$ cat src/sv/tsi_pkg.sv
`default_nettype none

package tsi_pkg;

    // Table geometry
    localparam int TABLE_DEPTH = 4096;
    localparam int ADDR_W      = (TABLE_DEPTH > 1) ? $clog2(TABLE_DEPTH) : 1;
    localparam int CNT_W       = $clog2(TABLE_DEPTH + 1);
    localparam int DATA_W      = 32;

    // Serial divider, one quotient bit per cycle
    localparam int DIV_STEPS   = DATA_W;
    localparam int DIV_CNT_W   = $clog2(DIV_STEPS);

    // Item modes
    localparam logic [1:0] MODE_LOAD  = 2'd0;
    localparam logic [1:0] MODE_QUERY = 2'd1;
    localparam logic [1:0] MODE_CLEAR = 2'd2;

    // Result status codes
    localparam logic [1:0] ST_OK     = 2'd0;
    localparam logic [1:0] ST_BEFORE = 2'd1;
    localparam logic [1:0] ST_EMPTY  = 2'd2;
    localparam logic [1:0] ST_FULL   = 2'd3;

    // Controller states
    typedef enum logic [3:0] {
        S_IDLE,
        S_START,
        S_BS_RD,
        S_BS_CMP,
        S_LS_RD,
        S_LS_CMP,
        S_K2_RD,
        S_K2_GET,
        S_K1_RD,
        S_K1_GET,
        S_CHK,
        S_MUL,
        S_DIV,
        S_FIN,
        S_DONE
    } t_state;

    // Datapath commands
    typedef enum logic [4:0] {
        OP_NONE,
        OP_CAPTURE,
        OP_START,
        OP_BS_RD,
        OP_BS_STEP,
        OP_BS_END,
        OP_LS_RD,
        OP_LS_DEC,
        OP_K2_RD,
        OP_K2_GET,
        OP_K1_RD,
        OP_K1_GET,
        OP_CHK,
        OP_MUL,
        OP_DIV,
        OP_FIN,
        OP_OUT
    } t_dp_op;

    // Datapath status back to the controller
    typedef struct packed {
        logic [1:0] mode;      // mode of the item in hand
        logic       cnt_zero;  // table empty
        logic       sorted;    // times loaded in non-decreasing order
        logic       lo_lt_hi;  // binary search window not yet closed
        logic       k2_zero;   // linear scan at the bottom entry
        logic       rd_gt_q;   // time read back is later than the query
        logic       pre_first; // query precedes the first sample
        logic       same;      // exact hit or duplicate neighbours
        logic       div_last;  // final divider step
        logic       out_free;  // output register can take a result
    } t_dp_stat;

endpackage

`default_nettype wire

$ cat src/sv/tsi_ctrl.sv
`default_nettype none

// Sequencer: one item at a time
module tsi_ctrl (
    input  wire logic              i_clk,
    input  wire logic              i_rst_n,
    input  wire logic              i_in_valid,
    input  wire tsi_pkg::t_dp_stat i_stat,
    output logic                   o_in_ready,
    output tsi_pkg::t_dp_op        o_op
);

    tsi_pkg::t_state r_state;
    tsi_pkg::t_state n_state;

    always_ff @(posedge i_clk) begin
        if (!i_rst_n) begin
            r_state <= tsi_pkg::S_IDLE;
        end else begin
            r_state <= n_state;
        end
    end

    // Next state and datapath command
    always_comb begin
        n_state    = r_state;
        o_op       = tsi_pkg::OP_NONE;
        o_in_ready = 1'b0;
        unique case (r_state)
            tsi_pkg::S_IDLE: begin
                o_in_ready = 1'b1;
                if (i_in_valid) begin
                    o_op    = tsi_pkg::OP_CAPTURE;
                    n_state = tsi_pkg::S_START;
                end
            end
            tsi_pkg::S_START: begin
                o_op = tsi_pkg::OP_START;
                if (i_stat.mode == tsi_pkg::MODE_QUERY && !i_stat.cnt_zero) begin
                    n_state = i_stat.sorted ? tsi_pkg::S_BS_RD : tsi_pkg::S_LS_RD;
                end else begin
                    n_state = tsi_pkg::S_DONE;
                end
            end
            // Binary search over a sorted table
            tsi_pkg::S_BS_RD: begin
                if (i_stat.lo_lt_hi) begin
                    o_op    = tsi_pkg::OP_BS_RD;
                    n_state = tsi_pkg::S_BS_CMP;
                end else begin
                    o_op    = tsi_pkg::OP_BS_END;
                    n_state = tsi_pkg::S_K2_RD;
                end
            end
            tsi_pkg::S_BS_CMP: begin
                o_op    = tsi_pkg::OP_BS_STEP;
                n_state = tsi_pkg::S_BS_RD;
            end
            // Downward scan when loads came out of order
            tsi_pkg::S_LS_RD: begin
                if (i_stat.k2_zero) begin
                    n_state = tsi_pkg::S_K2_RD;
                end else begin
                    o_op    = tsi_pkg::OP_LS_RD;
                    n_state = tsi_pkg::S_LS_CMP;
                end
            end
            tsi_pkg::S_LS_CMP: begin
                if (i_stat.rd_gt_q) begin
                    o_op    = tsi_pkg::OP_LS_DEC;
                    n_state = tsi_pkg::S_LS_RD;
                end else begin
                    n_state = tsi_pkg::S_K2_RD;
                end
            end
            // Fetch both neighbours
            tsi_pkg::S_K2_RD: begin
                o_op    = tsi_pkg::OP_K2_RD;
                n_state = tsi_pkg::S_K2_GET;
            end
            tsi_pkg::S_K2_GET: begin
                o_op    = tsi_pkg::OP_K2_GET;
                n_state = i_stat.pre_first ? tsi_pkg::S_DONE : tsi_pkg::S_K1_RD;
            end
            tsi_pkg::S_K1_RD: begin
                o_op    = tsi_pkg::OP_K1_RD;
                n_state = tsi_pkg::S_K1_GET;
            end
            tsi_pkg::S_K1_GET: begin
                o_op    = tsi_pkg::OP_K1_GET;
                n_state = tsi_pkg::S_CHK;
            end
            tsi_pkg::S_CHK: begin
                o_op    = tsi_pkg::OP_CHK;
                n_state = i_stat.same ? tsi_pkg::S_DONE : tsi_pkg::S_MUL;
            end
            // Interpolation: multiply, then serial divide
            tsi_pkg::S_MUL: begin
                o_op    = tsi_pkg::OP_MUL;
                n_state = tsi_pkg::S_DIV;
            end
            tsi_pkg::S_DIV: begin
                o_op = tsi_pkg::OP_DIV;
                if (i_stat.div_last) begin
                    n_state = tsi_pkg::S_FIN;
                end
            end
            tsi_pkg::S_FIN: begin
                o_op    = tsi_pkg::OP_FIN;
                n_state = tsi_pkg::S_DONE;
            end
            // Hand the result to the output register
            tsi_pkg::S_DONE: begin
                if (i_stat.out_free) begin
                    o_op    = tsi_pkg::OP_OUT;
                    n_state = tsi_pkg::S_IDLE;
                end
            end
            default: begin
                n_state = tsi_pkg::S_IDLE;
            end
        endcase
    end

endmodule

`default_nettype wire

$ cat config.mk
export PLATFORM = sky130hd
export DESIGN_NAME = tsi_ctrl
export DESIGN_NICKNAME = d
export VERILOG_FILES = /design/src/sv/tsi_pkg.sv /design/src/sv/tsi_ctrl.sv
export SDC_FILE = /design/constraint.sdc
export NUM_CORES = 1
export LEC_CHECK = 0
export ABC_CLOCK_PERIOD_IN_PS = 2700
export BUFFER_PORTS_ARGS = -buffer_cell sky130_fd_sc_hd__buf_2
export CORE_AREA = 2 2 39 41
export CTS_CLUSTER_SIZE = 12
export DETAILED_ROUTE_END_ITERATION = 10
export DIE_AREA = 0 0 41 43
export GPL_ROUTABILITY_DRIVEN = 0
export HOLD_SLACK_MARGIN = 0.12
export PLACE_DENSITY_LB_ADDON = 0.2
export SLEW_MARGIN = 20
export SYNTH_ARGS = -nofsm -noshare
export SYNTH_HDL_FRONTEND = slang
export SYNTH_SLANG_ARGS = --single-unit
$ cat constraint.sdc
create_clock -name i_clk -period 2.7 [get_ports i_clk]
set_input_delay 0 -clock i_clk [delete_from_list [all_inputs] [get_ports i_clk]]
set_output_delay 0 -clock i_clk [all_outputs]
set_load 0.02 [all_outputs]
Yosys cells after proc, flatten, opt, wreduce, memory -nomap -nowiden
Cells that the tools add are included.

Bits in registers: 4. Bits in latches: 0. Memory bits (writable): 0. Memory bits (read-only): 0. Output and inout port bits: 6. Memories: 0.

Add/subtract/negate cells: 0. Multipliers: 0. Divide/modulo/power cells: 0. Magnitude comparators: 0. Equality and inequality tests: 18. Shifts and indexed selects: 0. Multiplexer cells: 18. Bitwise operators: 0. Reduce and logical (&&, ||, !) cells: 4.

Operators by type and width (count): 5-bit case mux with 15 select lines (1); 4-bit case mux with 15 select lines (1); 4-bit equality test, second input constant (7); 3-bit two-way mux (7); 4-bit by 3-bit equality test with 1-bit output, second input constant (4); 4-bit two-way mux (4); 4-bit by 2-bit equality test with 1-bit output, second input constant (2); 2-bit != test, second input constant (3); 5-bit two-way mux (1); 4-bit by 1-bit equality test with 1-bit output, second input constant (1); 4-bit zero test (1); 2-bit two-way mux (2); 3-bit AND reduction (1); 2-bit by 1-bit equality test with 1-bit output, second input constant (1); 1-bit two-way mux (2); 1-bit logical AND (1); 1-bit zero test (1).

Logic depth before layout (Yosys ltp)
Depth after elaboration: 4. Gate-level depth with buffers: 6. Gate-level depth less buffers: 4.

Worst setup path before layout
No wires, ideal clock.

Path kind: register to output. Start point: register r_state[3]. End point: output port o_in_ready. Arrival time: 1.387 ns. Data required time: 2.700 ns. Setup slack: 1.313 ns. Cell stages (with the launch flop): 4. Cell sequence: dfxtp_1 -> buf_4 -> buf_2 -> nor4_1.

Longest elaborated chain between the ends: 2.

Ends and longest elaborated chain: from (decl) (line tsi_ctrl.sv:13) `tsi_pkg::t_state r_state;`; from (signal assigned) (line tsi_ctrl.sv:18) `r_state <= tsi_pkg::S_IDLE;`; from (signal assigned) (line tsi_ctrl.sv:20) `r_state <= n_state;`; 4-bit zero test (line tsi_ctrl.sv:29) `unique case (r_state)`; 1-bit two-way mux (line tsi_ctrl.sv:29); to (decl) (line tsi_ctrl.sv:9) `output logic o_in_ready,`.

Every way passes these cells.

Worst setup path in the final report
Start point: register r_state[1]. End point: output port o_op[0].

Longest elaborated chain between the ends: 2. Elaborated cells between the ends (all ways): 16. Those cells by class: eq/ne: 14; mux: 1; reduce/logical: 1.

Ends and longest elaborated chain: 4-bit equality test, or another cell as far along (line tsi_ctrl.sv:29); 5-bit case mux with 15 select lines * (line tsi_ctrl.sv:29); to (decl) (line tsi_ctrl.sv:10) `output tsi_pkg::t_dp_op o_op`.

Mark *: on every way between the ends. The rest lies on a longest branch, timed or not.

==> results.env <==
OUTCOME='completed'
CELL_WITH_THE_LARGEST_STAGE_DELAY_ON_THE_WORST_PATH='dfxtp_1'
FLOORPLAN.INITIALDENSITY_PCT=37.5
LARGEST_NET_DEGREE_AT_THE_START_OF_GLOBAL_ROUTING=26
PATH_CLASS='reg -> out'
SYNTH.FF_LATCH_COUNT=4
WORSTPATHBUFFERINVERTERCOUNT=1
REGTOREGSETUPSLACK_NS=1.21
HOLD_CLASS='in -> reg'
SETUP_TNS_NS=0
TIMING.FINAL.CRIT_SHARE_PCT=65.3
CP-END-KIND='output port'
CTS.ROOT.BUFFER_CELL='clkbuf_4'
SHARE_OF_SYNTHESIZED_FLIP_FLOPS_WITH_AN_ASYNCHRONOUS_SET_OR_RESET_PCT=0
POST_CTS_RESIZED=0
ANT_NETS=0
DRV_CAP=0
CRIT_FAMILY='flip-flops'
POWER_LEAKAGE_uW=0.000244
YOSYS_CELL_TYPES=29
CORE_AREA_MM2=0.00138
MULTI_INPUT_AREA_UM2=385
POST-ROUTE-WORST-SETUP-SLACK_NS=0.937
GRT_PASS1_VIAS=506
POST-SYNTH-TOP-COUNT-CELL='nand2_1'
CRITICAL-PATH-MAX-STAGE-DELAY_NS=0.74
PATH_COMMON_CELL='nor2_1'
AREAL_POWER_DENSITY_OVER_THE_CELLS_mW_PER_MM2=1170
DRC_ERRORS=0
TIMING.FINAL.HOLD_VIOLATIONS=0
RSZ_0062_RAISED_AFTER_GLOBAL_ROUTING='false'
PRE_CTS_SLACK_NS=1.17
DRT-VIAS-PER-INSTANCE=5.52
SYNTHFLOPTYPE='dfxtp_1'
GRT_USE_TOTAL_PCT=16.8
LARGEST_REGISTERS='r_state x4'
REGAREA_UM2=80.1
FP.DIEAREA_MM2=0.00176
WORST_R2R_STARTPOINT='r_state[1]$_SDFFE_PN0P_'
NETLIST_TOP_CELLS_COUNT='8 x nand2_1, 6 x nor2_1, 6 x o21ai_0'
SYNTH.AREA.TOP_CELLS='dfxtp_1 15%, o21ai_0 5.8%, nand2_1 5.8%'
FLOW.AREA_GROWTH_FROM_SYNTHESIS_PCT=18.8
HOLD_END='r_state[2]$_SDFFE_PN0P_'
FIN_WORST_SKEW_NS=0.00131
HOLD-PATH-CELL-COUNT=4
DR.FIRST_ITER.DRC_COUNT=8
CELL_BREAKDOWN_OF_THE_CRITICAL_PATH='nor2_1, o31ai_1, nor2_1, a221oi_2, buf_2'
MAPPEDNETLISTAREA_UM2=519
DP_HPWL_UM=862
DRIVE_GT1_SHARE_PCT=27.5
DETAIL_ROUTE.WL_PER_CELL_UM=11.4
YOSYSTOPAREACELLSHARE_PCT=15.4
RR_ENDPOINT='r_state[3]$_SDFFE_PN0P_'
ANTENNA_VIOLATIONS_BEFORE_REPAIR=0
HP-START='i_stat[6]'
WORST_EP_REQUIRED_TIME_NS=2.70
CTS_SETUP_BUFFERS=0
SYNTH_TOP_AREA_CELL='dfxtp_1'
CLKSINKCOUNT=4
PORTBUFFERS=19
FLOORPLAN.ROWS=14
FIN_CRIT_NS=1.76
PEAKVDDDROP_mV=0.481
GRT_OVF=0
PIN_COUNT=20
CLK_PIN_SLEW_NS=0.04
WORST_R2R_PATH_DEPTH=4
SETUP_VIOL=0
SYNTH.NET_COUNT=89
DIE_W_UM=41
GRT_FIRST_PASS_WIRELENGTH_UM=2110
MAX-CLOCK-PATH-BUFFERS=2
FMAX_MHz=567
START_KIND='register'
TOP_REGISTER='r_state'
LARGEST_REGISTER_FFS=4
FIRST_PASS_ITERS=4
FINAL.FILL_COUNT=158
SYNTH-EDFF-COUNT=0
TIMING.CRITICAL_PATH.FANOUT_MAX=24
CTS_MADE_BUFFERS=3
WIRE_LENGTH_AFTER_DETAILED_ROUTING_UM=1220
INSERTEDDIODECOUNT=0
MAX_SLEW.WORST_PIN.SLEW_NS=0.789
VIAS=591
SYNTH_WARNINGS=0
FINAL_NET_COUNT=107
HTREE_LEVELS=1
CLOCK_TREE_FROM_TRITONCTS='yes'
SYNTH_SEQ_AREA_SHARE_PCT=15.4
CRIT_ARRIVAL_NS=1.76
CLK_LATENCY_NS=0.23
DRV_SLEW=0
SYNTHESIS.AREA_PER_INSTANCE_UM2=6.92
WORST_SLEW_MARGIN_RELATIVE_TO_ITS_LIMIT_PCT=47.3
FLOORPLAN.DIE.HEIGHT_UM=43
SYNTH_CELLS=75
-- per-layer routing --
| metal | up-vias | GRT usage, % | wire, um |
|---|---|---|---|
| met3 | 2 | 3.14 | 66 |
| met4 | 0 | 6.00 | 10 |
| met2 | 12 | 24.1 | 563 |
| met1 | 265 | 24.0 | 579 |
| met5 | - | 0 | 0 |
| li1 | 312 | - | - |
-- worst max path at each step --
stage / cells past startpoint / from / end
finish: 5 / r_state[1]$_SDFFE_PN0P_ / o_op[0]
global route: 5 / r_state[2]$_SDFFE_PN0P_ / o_op[0]
CTS: 5 / r_state[1]$_SDFFE_PN0P_ / o_op[0]
detailed placement: 5 / r_state[1]$_SDFFE_PN0P_ / o_op[0]
global placement: 5 / r_state[1]$_SDFFE_PN0P_ / o_op[0]
floorplan: 3 / r_state[3]$_SDFFE_PN0P_ / o_in_ready
-- where the power goes --
group	switching, uW	internal (uW)	total [uW]
Sequential	140	87.3	228
Combinational	222	199	421
Clock	23.3	49.6	72.9
-- cell families (layout without fill, tap and decap cells) --
family,Yosys count,after routing,synth area share [%]
flip-flops,4,4,15.4
XOR/XNOR,1,1,1.69
buffers and inverters,8,24,10.4
multiplexers,1,1,1.93
AO/OA/AOI/OAI,27,27,34.7
AND/OR/NAND/NOR,34,34,35.9
-- stage by stage --
stage	hold slack (ns)	total power, uW	instances	util [%]	area, um^2
global route	0.173	800	107	44.6	617
finish	0.135	721	107	44.6	617
detailed placement	0.314	654	103	42.2	584
global placement	0.307	650	103	42.2	584
CTS	0.131	733	107	44.6	617
floorplan	0.125	575	75	-	519
-- tightest hold or removal path, delay by kind of cell --
kind / cells / cell delay, ns
buffers and inverters: 1 / 0.09
AO/OA/AOI/OAI: 1 / 0.06
AND/OR/NAND/NOR: 2 / 0.16
-- area by class of cell --
cell class | instances | area share [%]
Tap cell | 16 | 3.25
Inverter | 1 | 0.609
Sequential cell | 4 | 13.0
Multi-Input combinational cell | 63 | 62.5
Timing Repair Buffer | 20 | 17.0
Clock buffer | 3 | 3.65
-- timing repair --
action,in CTS,in global routing
endpoints found under the setup margin,0,0
hold endpoints to repair,4,0
hold buffers,1,0
-- placed cells by master (no fill, tap or decap) --
cell	count
clkbuf_4	3
a21boi_1	1
or3_1	1
a22o_1	1
nor3b_1	2
nor4_1	2
xnor2_1	1
a21oi_1	4
mux2i_1	1
inv_1	1
o22ai_1	1
o211ai_1	2
nand2b_1	4
nor2b_1	3
buf_2	19
dlygate4sd3_1	1
nand4b_1	2
nor2_1	6
a2111oi_2	1
nand3_1	4
o21ai_0	6
a31oi_1	2
nand2_1	8
and4_1	1
o21ai_1	4
a221oi_2	1
o31ai_1	4
dfxtp_1	4
nor3_2	1
Note: power is estimated with default switching activity, not from simulation.
